### config.mk
export PLATFORM = sky130hd
export DESIGN_NAME = xmodem_checksum_receiver
export DESIGN_NICKNAME = d
export VERILOG_FILES = /design/src/hw/rtl/xmcr_pkg.sv /design/src/hw/rtl/xmcr_payload_ram.sv /design/src/hw/rtl/xmcr_out_stage.sv /design/src/hw/rtl/xmodem_checksum_receiver.sv
export SDC_FILE = /design/constraint.sdc
export NUM_CORES = 1
export LEC_CHECK = 0
export ABC_AREA = 1
export BUFFER_PORTS_ARGS = -buffer_cell sky130_fd_sc_hd__buf_2
export CAP_MARGIN = 10
export CORE_MARGIN = 2
export CORE_UTILIZATION = 50
export DETAILED_ROUTE_END_ITERATION = 10
export GPL_ROUTABILITY_DRIVEN = 0
export PLACE_DENSITY_LB_ADDON = 0.3
export SETUP_SLACK_MARGIN = 0.02
export SLEW_MARGIN = 20
export SYNTH_ARGS = -nofsm -noshare
export SYNTH_HDL_FRONTEND = slang
export SYNTH_SLANG_ARGS = --single-unit
### constraint.sdc
create_clock -name clk -period 5.6 [get_ports clk]
set_input_delay 0.28 -clock clk [delete_from_list [all_inputs] [get_ports clk]]
set_output_delay 0.28 -clock clk [all_outputs]
set_load 0.05 [all_outputs]
### src/hw/rtl/xmcr_pkg.sv
// Shared types and constants of the XMODEM checksum receiver.
// Used by the payload RAM, the output stage and the top level.
package xmcr_pkg;

  // Packet geometry
  localparam int unsigned PAYLOAD_BYTES = 128;
  localparam int unsigned WORD_BYTES    = 8;
  localparam int unsigned WORDS         = PAYLOAD_BYTES / WORD_BYTES;
  localparam int unsigned WORD_AW       = $clog2(WORDS);
  localparam int unsigned LANE_W        = $clog2(WORD_BYTES);

  // Byte positions inside a packet (after SOH)
  localparam logic [7:0] IDX_BLOCK     = 8'd0;
  localparam logic [7:0] IDX_DATA_LO   = 8'd2;
  localparam logic [7:0] IDX_DATA_END  = 8'(PAYLOAD_BYTES + 2);
  localparam logic [7:0] PKT_LEN       = 8'(PAYLOAD_BYTES + 3);
  localparam logic [WORD_AW-1:0] LAST_WORD = WORD_AW'(WORDS - 1);

  // Protocol bytes
  localparam logic [7:0] B_SOH = 8'h01;
  localparam logic [7:0] B_EOT = 8'h04;
  localparam logic [7:0] B_ACK = 8'h06;
  localparam logic [7:0] B_NAK = 8'h15;
  localparam logic [7:0] B_CAN = 8'h18;

  // Input operation codes
  localparam logic [1:0] OP_BYTE  = 2'd0;
  localparam logic [1:0] OP_TICK  = 2'd1;
  localparam logic [1:0] OP_START = 2'd2;

  // Result kind and session end codes
  localparam logic       KIND_DATA  = 1'b0;
  localparam logic       KIND_REPLY = 1'b1;
  localparam logic [1:0] END_NONE   = 2'd0;
  localparam logic [1:0] END_DONE   = 2'd1;
  localparam logic [1:0] END_ABORT  = 2'd2;

  // Configuration register indexes
  localparam logic [1:0] REG_TIMEOUT_RELOAD = 2'd0;
  localparam logic [1:0] REG_START_RETRIES  = 2'd1;
  localparam logic [1:0] REG_PACKET_RETRIES = 2'd2;
  localparam logic [1:0] REG_MAX_FAILURES   = 2'd3;

  // Configuration reset values
  localparam logic [15:0] RST_TIMEOUT_RELOAD = 16'd1000;
  localparam logic [7:0]  RST_START_RETRIES  = 8'd60;
  localparam logic [7:0]  RST_PACKET_RETRIES = 8'd10;
  localparam logic [7:0]  RST_MAX_FAILURES   = 8'd10;

  // Control sequencer states
  typedef enum logic [1:0] {
    S_IDLE,
    S_READ,
    S_SEND,
    S_REPLY
  } xmcr_state_t;

  // One result word
  typedef struct packed {
    logic        last;
    logic [1:0]  session_end;
    logic [7:0]  reply_byte;
    logic [63:0] data_word;
    logic        kind;
  } xmcr_result_t;

endpackage

### src/hw/rtl/xmcr_payload_ram.sv
// Payload store of the XMODEM checksum receiver: 16 x 64-bit words with
// byte write enables and a registered read port. Depends on xmcr_pkg.
module xmcr_payload_ram
  import xmcr_pkg::*;
(
  input  logic                  clk,
  input  logic                  we,
  input  logic [WORD_BYTES-1:0] be,
  input  logic [WORD_AW-1:0]    waddr,
  input  logic [63:0]           wdata,
  input  logic                  re,
  input  logic [WORD_AW-1:0]    raddr,
  output logic [63:0]           rdata
);

  logic [63:0] mem [WORDS];
  logic [63:0] rdata_r;

  // Write the enabled byte lanes
  always_ff @(posedge clk) begin
    if (we) begin
      for (int j = 0; j < WORD_BYTES; j++) begin
        if (be[j]) begin
          mem[waddr][j*8 +: 8] <= wdata[j*8 +: 8];
        end
      end
    end
  end

  // Registered read, held between reads
  always_ff @(posedge clk) begin
    if (re) begin
      rdata_r <= mem[raddr];
    end
  end

  assign rdata = rdata_r;

endmodule

### src/hw/rtl/xmcr_out_stage.sv
// Output register of the XMODEM checksum receiver: holds one result word
// until the downstream side takes it. Depends on xmcr_pkg.
module xmcr_out_stage
  import xmcr_pkg::*;
(
  input  logic         clk,
  input  logic         rst_n,
  input  logic         push,
  input  xmcr_result_t push_data,
  output logic         can_accept,
  output logic         out_valid,
  input  logic         out_ready,
  output xmcr_result_t out_data
);

  logic         valid_r;
  logic         valid_nxt;
  xmcr_result_t data_r;

  // Free when empty or when the held word leaves this cycle
  assign can_accept = !valid_r || out_ready;

  always_comb begin
    valid_nxt = valid_r;
    if (push) begin
      valid_nxt = 1'b1;
    end else if (out_ready) begin
      valid_nxt = 1'b0;
    end
  end

  // Hold the valid flag
  always_ff @(posedge clk) begin
    if (!rst_n) begin
      valid_r <= 1'b0;
    end else begin
      valid_r <= valid_nxt;
    end
  end

  // Load the payload on push
  always_ff @(posedge clk) begin
    if (push) begin
      data_r <= push_data;
    end
  end

  assign out_valid = valid_r;
  assign out_data  = data_r;

endmodule

### src/hw/rtl/xmodem_checksum_receiver.sv
// Top level of the XMODEM checksum receiver: session control, packet
// collector and payload drain. Depends on xmcr_pkg, xmcr_payload_ram, xmcr_out_stage.
// Usage:
//   Input stream: in_tuser carries the operation (byte, tick, start), in_tdata
//   the received byte. Output stream: in_tuser-like out_tuser gives the kind
//   (payload word or reply byte), out_tdata the word, the reply byte and the
//   session end code, out_tlast marks the final word caused by one input.
//   cfg_we writes one of four registers (timeout reload, start retries, packet
//   retries, max failures) only while idle: a user rule the block does not enforce.
// Timing:
//   An input word is taken while the block is idle. A reply that cannot enter
//   the output register at once is parked, and no input is taken until it is
//   pushed. A good packet's checksum byte starts a drain of sixteen payload
//   words, each a payload RAM read and then a push into the output register,
//   which waits while that register is full; then the ACK. No input is taken
//   during the drain. The payload RAM is written only while idle and read only
//   during the drain, so a read never meets a write to the same word.
// Reset: rst_n clears the session state and loads the register defaults; the
//   payload RAM is not cleared. A stalled out_tready holds the result in the
//   output register; input is taken until another result needs that register.
module xmodem_checksum_receiver
  import xmcr_pkg::*;
(
  input  logic        clk,
  input  logic        rst_n,
  // Input stream
  input  logic        in_tvalid,
  output logic        in_tready,
  input  logic [7:0]  in_tdata,   // [7:0] rx_byte
  input  logic [1:0]  in_tuser,   // [1:0] op
  // Result stream
  output logic        out_tvalid,
  input  logic        out_tready,
  output logic [79:0] out_tdata,  // [63:0] data_word, [71:64] reply_byte,
                                  // [73:72] session_end, [79:74] zero
  output logic        out_tuser,  // [0] kind
  output logic        out_tlast,
  // Configuration writes
  input  logic        cfg_we,
  input  logic [1:0]  cfg_addr,
  input  logic [15:0] cfg_wdata
);

  // Configuration registers
  logic [15:0] timeout_reload_r;
  logic [7:0]  start_retries_r;
  logic [7:0]  packet_retries_r;
  logic [7:0]  max_failures_r;

  // Session state
  xmcr_state_t     state_r, state_nxt;
  logic            receiving_r, receiving_nxt;
  logic            in_packet_r, in_packet_nxt;
  logic [7:0]      byte_index_r, byte_index_nxt;
  logic [7:0]      expected_block_r, expected_block_nxt;
  logic [7:0]      running_sum_r, running_sum_nxt;
  logic [15:0]     timeout_left_r, timeout_left_nxt;
  logic [7:0]      retries_left_r, retries_left_nxt;
  logic [7:0]      failure_count_r, failure_count_nxt;
  logic [7:0]      block_number_r, block_number_nxt;
  logic [WORD_AW-1:0] word_idx_r, word_idx_nxt;

  // Pending reply (payload registers)
  logic [7:0] pend_reply_r, pend_reply_nxt;
  logic [1:0] pend_end_r, pend_end_nxt;

  // Datapath signals
  logic         in_acc;
  logic [1:0]   op;
  logic [7:0]   rx_b;
  logic [7:0]   idx_plus;
  logic [7:0]   data_pos;
  logic [7:0]   fail_inc;
  logic         reply_req;
  logic [7:0]   reply_code;
  logic [1:0]   reply_end;
  logic         push;
  xmcr_result_t push_data;
  logic         can_accept;
  xmcr_result_t out_res;
  logic         ram_we;
  logic [WORD_BYTES-1:0] ram_be;
  logic         ram_re;
  logic [63:0]  ram_rdata;

  assign in_tready = (state_r == S_IDLE);
  assign in_acc    = in_tvalid && in_tready;
  assign op        = in_tuser;
  assign rx_b      = in_tdata;
  assign idx_plus  = byte_index_r + 8'd1;
  assign data_pos  = byte_index_r - IDX_DATA_LO;
  assign fail_inc  = (failure_count_r == 8'hFF) ? failure_count_r : failure_count_r + 8'd1;

  // One-hot lane of the payload byte inside its word
  always_comb begin
    ram_be = '0;
    ram_be[data_pos[LANE_W-1:0]] = 1'b1;
  end

  // Sequencer: process one input word, drain a good packet, send replies
  always_comb begin
    state_nxt          = state_r;
    receiving_nxt      = receiving_r;
    in_packet_nxt      = in_packet_r;
    byte_index_nxt     = byte_index_r;
    expected_block_nxt = expected_block_r;
    running_sum_nxt    = running_sum_r;
    timeout_left_nxt   = timeout_left_r;
    retries_left_nxt   = retries_left_r;
    failure_count_nxt  = failure_count_r;
    block_number_nxt   = block_number_r;
    word_idx_nxt       = word_idx_r;
    pend_reply_nxt     = pend_reply_r;
    pend_end_nxt       = pend_end_r;
    reply_req          = 1'b0;
    reply_code         = B_ACK;
    reply_end          = END_NONE;
    push               = 1'b0;
    push_data          = '0;
    ram_we             = 1'b0;
    ram_re             = 1'b0;

    case (state_r)
      S_IDLE: begin
        if (in_acc) begin
          if (op == OP_START) begin
            receiving_nxt      = 1'b1;
            timeout_left_nxt   = timeout_reload_r;
            retries_left_nxt   = start_retries_r;
            expected_block_nxt = 8'd1;
          end else if (receiving_r && op == OP_BYTE) begin
            if (in_packet_r) begin
              // Collect block number, payload and checksum
              if (byte_index_r == IDX_BLOCK) begin
                block_number_nxt = rx_b;
              end else if (byte_index_r >= IDX_DATA_LO && byte_index_r < IDX_DATA_END) begin
                ram_we          = 1'b1;
                running_sum_nxt = running_sum_r + rx_b;
              end
              if (idx_plus < PKT_LEN) begin
                byte_index_nxt = idx_plus;
              end else begin
                in_packet_nxt  = 1'b0;
                byte_index_nxt = 8'd0;
                if (block_number_r == expected_block_r && running_sum_r == rx_b) begin
                  expected_block_nxt = expected_block_r + 8'd1;
                  failure_count_nxt  = 8'd0;
                  word_idx_nxt       = '0;
                  state_nxt          = S_READ;
                end else begin
                  reply_req  = 1'b1;
                  reply_code = B_NAK;
                end
              end
            end else begin
              byte_index_nxt = 8'd0;
              if (rx_b == B_SOH) begin
                in_packet_nxt    = 1'b1;
                timeout_left_nxt = timeout_reload_r;
                retries_left_nxt = packet_retries_r;
                running_sum_nxt  = 8'd0;
              end else if (rx_b == B_EOT || rx_b == B_CAN) begin
                receiving_nxt      = 1'b0;
                in_packet_nxt      = 1'b0;
                expected_block_nxt = 8'd0;
                running_sum_nxt    = 8'd0;
                timeout_left_nxt   = 16'd0;
                retries_left_nxt   = 8'd0;
                failure_count_nxt  = 8'd0;
                block_number_nxt   = 8'd0;
                reply_req          = 1'b1;
                reply_code         = B_ACK;
                reply_end          = END_DONE;
              end
            end
          end else if (receiving_r && op == OP_TICK) begin
            // Count down the timeout; on expiry count a failure, or abort with CAN at the limit
            if (timeout_left_r != 16'd0) begin
              timeout_left_nxt = timeout_left_r - 16'd1;
            end else if (fail_inc >= max_failures_r) begin
              receiving_nxt      = 1'b0;
              in_packet_nxt      = 1'b0;
              byte_index_nxt     = 8'd0;
              expected_block_nxt = 8'd0;
              running_sum_nxt    = 8'd0;
              timeout_left_nxt   = 16'd0;
              retries_left_nxt   = 8'd0;
              failure_count_nxt  = 8'd0;
              block_number_nxt   = 8'd0;
              reply_req          = 1'b1;
              reply_code         = B_CAN;
              reply_end          = END_ABORT;
            end else begin
              failure_count_nxt = fail_inc;
              timeout_left_nxt  = timeout_reload_r;
              if (retries_left_r != 8'd0) begin
                retries_left_nxt = retries_left_r - 8'd1;
              end else begin
                receiving_nxt = 1'b0;
                in_packet_nxt = 1'b0;
              end
            end
          end
          // Push the reply now or park it
          if (reply_req) begin
            if (can_accept) begin
              push                  = 1'b1;
              push_data.kind        = KIND_REPLY;
              push_data.reply_byte  = reply_code;
              push_data.session_end = reply_end;
              push_data.last        = 1'b1;
            end else begin
              pend_reply_nxt = reply_code;
              pend_end_nxt   = reply_end;
              state_nxt      = S_REPLY;
            end
          end
        end
      end
      S_READ: begin
        ram_re    = 1'b1;
        state_nxt = S_SEND;
      end
      S_SEND: begin
        if (can_accept) begin
          push                = 1'b1;
          push_data.kind      = KIND_DATA;
          push_data.data_word = ram_rdata;
          if (word_idx_r == LAST_WORD) begin
            pend_reply_nxt = B_ACK;
            pend_end_nxt   = END_NONE;
            state_nxt      = S_REPLY;
          end else begin
            word_idx_nxt = word_idx_r + 1'b1;
            state_nxt    = S_READ;
          end
        end
      end
      S_REPLY: begin
        if (can_accept) begin
          push                  = 1'b1;
          push_data.kind        = KIND_REPLY;
          push_data.reply_byte  = pend_reply_r;
          push_data.session_end = pend_end_r;
          push_data.last        = 1'b1;
          state_nxt             = S_IDLE;
        end
      end
      default: begin
        state_nxt = S_IDLE;
      end
    endcase
  end

  // Control state registers
  always_ff @(posedge clk) begin
    if (!rst_n) begin
      state_r          <= S_IDLE;
      receiving_r      <= 1'b0;
      in_packet_r      <= 1'b0;
      byte_index_r     <= 8'd0;
      expected_block_r <= 8'd0;
      running_sum_r    <= 8'd0;
      timeout_left_r   <= 16'd0;
      retries_left_r   <= 8'd0;
      failure_count_r  <= 8'd0;
      block_number_r   <= 8'd0;
      word_idx_r       <= '0;
    end else begin
      state_r          <= state_nxt;
      receiving_r      <= receiving_nxt;
      in_packet_r      <= in_packet_nxt;
      byte_index_r     <= byte_index_nxt;
      expected_block_r <= expected_block_nxt;
      running_sum_r    <= running_sum_nxt;
      timeout_left_r   <= timeout_left_nxt;
      retries_left_r   <= retries_left_nxt;
      failure_count_r  <= failure_count_nxt;
      block_number_r   <= block_number_nxt;
      word_idx_r       <= word_idx_nxt;
    end
  end

  // Hold the parked reply
  always_ff @(posedge clk) begin
    pend_reply_r <= pend_reply_nxt;
    pend_end_r   <= pend_end_nxt;
  end

  // Configuration registers
  always_ff @(posedge clk) begin
    if (!rst_n) begin
      timeout_reload_r <= RST_TIMEOUT_RELOAD;
      start_retries_r  <= RST_START_RETRIES;
      packet_retries_r <= RST_PACKET_RETRIES;
      max_failures_r   <= RST_MAX_FAILURES;
    end else if (cfg_we) begin
      case (cfg_addr)
        REG_TIMEOUT_RELOAD: timeout_reload_r <= cfg_wdata;
        REG_START_RETRIES:  start_retries_r  <= cfg_wdata[7:0];
        REG_PACKET_RETRIES: packet_retries_r <= cfg_wdata[7:0];
        REG_MAX_FAILURES:   max_failures_r   <= cfg_wdata[7:0];
        default: begin
        end
      endcase
    end
  end

  xmcr_payload_ram u_ram (
    .clk   (clk),
    .we    (ram_we),
    .be    (ram_be),
    .waddr (data_pos[LANE_W +: WORD_AW]),
    .wdata ({WORD_BYTES{rx_b}}),
    .re    (ram_re),
    .raddr (word_idx_r),
    .rdata (ram_rdata)
  );

  xmcr_out_stage u_out (
    .clk        (clk),
    .rst_n      (rst_n),
    .push       (push),
    .push_data  (push_data),
    .can_accept (can_accept),
    .out_valid  (out_tvalid),
    .out_ready  (out_tready),
    .out_data   (out_res)
  );

  assign out_tdata = {6'd0, out_res.session_end, out_res.reply_byte, out_res.data_word};
  assign out_tuser = out_res.kind;
  assign out_tlast = out_res.last;

endmodule

Word-level counts from Yosys, hierarchy flattened
Memories as Yosys holds them, arrays and structs flattened. A register that Yosys moved wholly into a read port is not among the register bits.
Cells that the tools add are included.
Widths: inputs -> output; s select.

cells by class
  $add $sub $neg = 8
  order comparisons = 6
  equal/unequal tests = 47
  mux-type cells = 165
  bitwise operators = 1
  reduce and logical (&&, ||, !) cells = 40

operator list
  cell                   count
  $mux 8                 45
  $mux 16                8
  $mux 1                 66
  $reduce_and 9->1       5
  $mux 11                4
  $mux 2                 21
  $mux 4                 8
  $mux 5                 5
  $add 8x1->8 const B    3
  $pmux 11 s2            1
  $ne 3x3->1 const B     7
  $reduce_and 6->1       3
  $eq 8x8->1             2
  $lt 8x8->1 const B     2
  $ne 2x2->1 const B     8
  $pmux 8 s2             1
  $reduce_bool 16->1     1
  $sub 16x1->16 const B  1
  $ne 3x2->1 const B     5
  $ne 4x4->1 const B     3
  $eq 2x2->1 const B     5
  $ne 2x1->1 const B     5
  $reduce_and 2->1       5
  $add 8x8->8            1
  36 further kinds       52

word-level totals
  register bits = 199
  memory bits (writable) = 1024
  output and inout bits = 84
  word-level logic and storage cells = 291
  memories = 1

memory list
  memory     depth  width  read ports  clocked after memory_dff  write ports  line                    RTL
  u_ram.mem  16     64     1           1                         1            xmcr_payload_ram.sv:16  logic [63:0] mem [WORDS];

Depth between registers and ports, before layout
  depth in word-level cells = 14
  gate-level depth with buffers = 23

Modules after synthesis
From an unflattened synthesis, not the netlist that was laid out.

second synthesis, totals
  cell total of the unflattened synthesis = 5642
  area total of the unflattened synthesis = 56623.1 um2

modules (own cells, without submodules)
  module                    instances  cells an instance  area each (um2)  seq. area each (um2)
  xmcr_payload_ram          1          4358               46408.3          32671.3
  xmodem_checksum_receiver  1          1202               7886.3           2422.3
  xmcr_out_stage            1          82                 2328.5           2302.2

Least setup slack after synthesis
Ideal clock, no wire load.

  path type = register to register
  start point = reg failure_count_r[0]
  end point = reg u_out.data_r, in the netlist u_out.out_data[10] (enable)
  arrival time = 3.673 ns
  data required time = 5.174 ns
  slack = 1.501 ns
  cell stages (with the launch flop) = 21
  buffers on the path = 0
  path through = dfxtp_1 ha_1 nand2_1 inv_1 nand4_1 nor2_1 nand2_1 inv_1 a21oi_1 inv_1 ha_1 nand2_1 nor2_1 nand4_1 nand3_1 nand3_1 nand2_1 nand3_1 nand2_1 nand2_1 inv_1

between the ends
  word-level cells in the longest chain between the ends = 13

RTL lines
  item                                              line                             RTL
  start, declared                                   xmodem_checksum_receiver.sv:59   logic [7:0] failure_count_r, failure_count_nxt;
  start signal, assigned                            xmodem_checksum_receiver.sv:278  failure_count_r <= failure_count_nxt;
  $add 8x1->8 / $eq 8x8->1 (equally long branches)  xmodem_checksum_receiver.sv:92   assign fail_inc = (failure_count_r == 8'hFF) ? failure_count_r : failure_count_r + 8'd1;
  $mux 8 (*)                                        xmodem_checksum_receiver.sv:92
  $ge 8x8->1 (*)                                    xmodem_checksum_receiver.sv:180  end else if (fail_inc >= max_failures_r) begin
  $mux 1 (*)                                        xmodem_checksum_receiver.sv:180
  $mux 1 (*)                                        xmodem_checksum_receiver.sv:178  if (timeout_left_r != 16'd0) begin
  $mux 1 (*)                                        xmodem_checksum_receiver.sv:176  end else if (receiving_r && op == OP_TICK) begin
  $mux 1 (*)                                        xmodem_checksum_receiver.sv:131  end else if (receiving_r && op == OP_BYTE) begin
  $mux 1 (*)                                        xmodem_checksum_receiver.sv:126  if (op == OP_START) begin
  $mux 1 (*)                                        xmodem_checksum_receiver.sv:125  if (in_acc) begin
  $mux 1 (*)                                        xmodem_checksum_receiver.sv:123  case (state_r)
  $mux 1 (*)                                        xmodem_checksum_receiver.sv:205  if (reply_req) begin
  $mux 1 (*)                                        xmodem_checksum_receiver.sv:125
  $pmux 1 s2 (*)                                    xmodem_checksum_receiver.sv:123
  net push                                          xmodem_checksum_receiver.sv:77   logic push;
  end signal, assigned                              xmcr_out_stage.sv:44             data_r <= push_data;
  end, declared                                     xmcr_out_stage.sv:18             xmcr_result_t data_r;

Mark *: on every way through the listed nets, which the timed path passes. The rest lies on a longest branch. The select of a mux whose other input is x is not followed.
A chain may end at the register's enable or synchronous reset.

==> reports/results.ini <==
[logic_synthesis]
synth-seq-cells=1279
synth_fa_ha_area_share_pct=0.695
yosysSeqAreaShare_pct=72.4
ys_types=44
synth_top_area_share_pct=68.0
synth-async-reset-ratio_pct=0
ys_warn_count=0
ys_top_cells_by_count=edfxtp_1 (1166), nor2_1 (844), o21ai_0 (584)
synthTopCellsByArea=edfxtp_1 (68%), nor2_1 (6.2%), o21ai_0 (5.7%)
yosysMostFrequentCell=edfxtp_1
synth_edf_count=1166
syn-instance-count=4187
synth.avg_cell_area_um2=12.3
synthMuxAreaShare_pct=0
synth_top_family_by_area=compound AO/OA/AOI/OAI gates
synth-simple-area-share_pct=10.6
synthFlopType=edfxtp_1
syn_area_um2=51500
synth_xor_area_share_pct=0.443
synth-compound-area-share_pct=12.3
yosys.area.top_type=edfxtp_1

[drt]
drc=0
routed_wl_um=137000
dr_total_vias=34100
drtIter0Drc=4798
viasPerCell=5.96
wl_per_cell_um=23.9
antenna_left=0
dr.pass1.iters=6

[floorplan]
core_area_um2=102000
fp-row-count=117
start_util_pct=50.5
ios=117
die-area_um2=105000
die_x_um=325
die_y_um=325

[job]
maxCapViolations=0

[worst_setup_path]
worstPathRequired_ns=5.97
cp_top_family=simple AND/OR/NAND/NOR gates
startpoint_type=flip-flop
path_depth=20
timing_worst_setup_path_type=reg2reg
reg2reg_depth=20
timing.critical_path.buf_inv=3
end_kind=flip-flop
cp_max_fo=16
cp_common_cell=nor2_1
max_stage_delay_ns=0.75
cp.arrival_ns=5.30
slowest_stage=nor2_1
crit_chain=ha_1 > nand2_1 > inv_1 > nand4_1 > nor2_1 > nand2_1 > inv_1 > a21oi_1 > inv_1 > ha_1 > nand2_1 > nor2_1 > nand4_1 > nand3_1 > nor2_1 > nor2_2 > nand3_4 > nor2_8 > nand4_2 > nor2_1

[global_routing]
grt_pass1_vias=32700
use_met1_pct=35.2
antenna_found_initial=2
grt_start_max_net_pins=203
grt_util_met2_pct=40.4
grt_pass1_wl_um=204000
grtUsageMet3_pct=4.21
grt_overflow=0
grt.busiest_layer=met2
grt_usage_pct=25.5

[clock_network]
postCtsResizedCells=0
insertion_delay_ns=0.74
htree_levels=4
cts_sinks=1279
cts_made_buffers=132
cts_setup_buffers=0
cts-root-buf=clkbuf_16
cts_tree=done
cts_buffer_depth=3
clkTransAtPathRegs_ns=0.06

[timing]
finClkSkew_ns=0.0242
setup_tns_ns=0
fmaxAchievable_mhz=203
hold_slack_ns=0.0441
finalCritPeriodShare_pct=88.1
timing.final.hold_violations=0
maxSlewHeadroom_pct=20.8
slew_viol_final=0
worstMarginPinSlew_ns=1.18
setup_viol=0
post-route-min-period_ns=4.93
rsz0062_at_grt=no

[min_path]
min_path_type=in2reg
whs_path_depth=5

[final_layout]
fin_nets=4312
area_growth_pct=12.3
fillers=8288
drive_gt1_share_pct=8.84

[place]
io_buffers=107
dp_hpwl_um=78500

[power_and_ir_drop]
vdd_ir_drop_max_mv=0.313
pwr_density_cell_nw_per_um2=379
leakage_uw=0.0195

[outcome]
status=finished clean

worst register-to-register path, stage by stage, from the launching register on:
cell and delay (ns):
dfxtp_1 0.33, ha_1 0.22, nand2_1 0.08, inv_1 0.05, nand4_1 0.11, nor2_1 0.07, nand2_1 0.18, inv_1 0.10
a21oi_1 0.17, inv_1 0.07, ha_1 0.27, nand2_1 0.07, nor2_1 0.17, nand4_1 0.10, nand3_1 0.19, nor2_1 0.17
nor2_2 0.23, nand3_4 0.21, nor2_8 0.42, nand4_2 0.62, nor2_1 0.75
placed cells by master (no fill, tap or decap), drive strengths merged, types with 2 or more instances in the layout:
master and n:
conb 9, clkinvlp 4, ha 27, buf 159
a211oi 12, or3 2, nor4 2, nand4 17
clkbuf 163, dfxtp 113, a21oi 122, o21ai 594
o22ai 53, xnor2 8, or2 5, nand3 136
nor3b 5, diode 2, o221ai 214, xor2 18
inv 204, clkinv 57, bufinv 14, edfxtp 1166
nand2 287, o211ai 54, nor2 850, nor3 32
dlygate4sd3 25
final timing paths:
check                   endpoint                start  slack (ns)
max             u_ram.mem[1][20]   failure_count_r[0]        0.67
min           start_retries_r[3]               cfg_we        0.04
max reg2reg     u_ram.mem[1][20]   failure_count_r[0]        0.67
min reg2reg  timeout_reload_r[8]  timeout_reload_r[8]        0.46
metrics by stage:
step / area [um2] / std cells / power [uW] / worst slack (ns) / util [%]
after floorplan: 51500 / 4195 / 12500 / 1.50 / -
after global placement: 53200 / 5459 / 13300 / 0.841 / 52.2
after detailed placement: 53200 / 5459 / 13300 / 0.708 / 52.2
after CTS: 57800 / 5723 / 22000 / 0.667 / 56.7
after global routing: 57800 / 5725 / 22500 / 0.324 / 56.7
final: 57800 / 5726 / 21900 / 0.665 / 56.7
sequential cells by signal (all words and copies together), names as in the netlist:
| signal | count |
|---|---|
| block_number_r | 8 |
| running_sum_r | 8 |
| byte_index_r | 8 |
| failure_count_r | 8 |
| max_failures_r | 8 |
| pend_end_r | 1 |
| packet_retries_r | 8 |
| retries_left_r | 8 |
| start_retries_r | 8 |
| expected_block_r | 8 |
| state_r | 2 |
| u_ram.mem | 1024 |
| u_out.out_valid | 1 |
| word_idx_r | 4 |
| pend_reply_r | 5 |
| u_out.out_data | 72 |
| in_packet_r | 1 |
| u_ram.rdata | 64 |
| receiving_r | 1 |
| timeout_reload_r | 16 |
| timeout_left_r | 16 |
cell families after synthesis:
logic type | count (synthesis)
simple gates | 1336
flops | 1279
compound gates | 1052
buf+inv | 465
fa+ha+maj | 28
xor+xnor | 26
other cells | 1
per-layer routing:
metal / vias to the layer above / part of all wire [%]
li1: 15400 / -
met1: 16600 / 41
met2: 1762 / 47
met3: 303 / 8.7
met4: 0 / 4.1
met5: - / 0
repair_timing:
item / 4_1_cts / 5_1_grt
endpoints found under the hold margin: 73 / 0
hold buffers: 25 / 0
setup endpoints to repair: 0 / 0
power by group:
group | internal (uW) | switching (uW) | leakage, uW
registers | 10800 | 115 | 0.0114
logic | 444 | 1720 | 0.00599
clock network | 5150 | 3620 | 0.00210
total | 16400 | 5450 | 0.0195
cell type report:
type,instances,area [um2],share of cell area [%]
clock inverters,76,788,1.36
well taps,1368,1710,2.96
inverters,203,782,1.35
clock buffers,163,3540,6.12
multi-input cells,2451,12400,21.5
repair buffers,184,1270,2.20
flip-flops and latches,1279,37300,64.5
diodes,2,5.00,0.00866
Power figures use the tool's default switching activity.
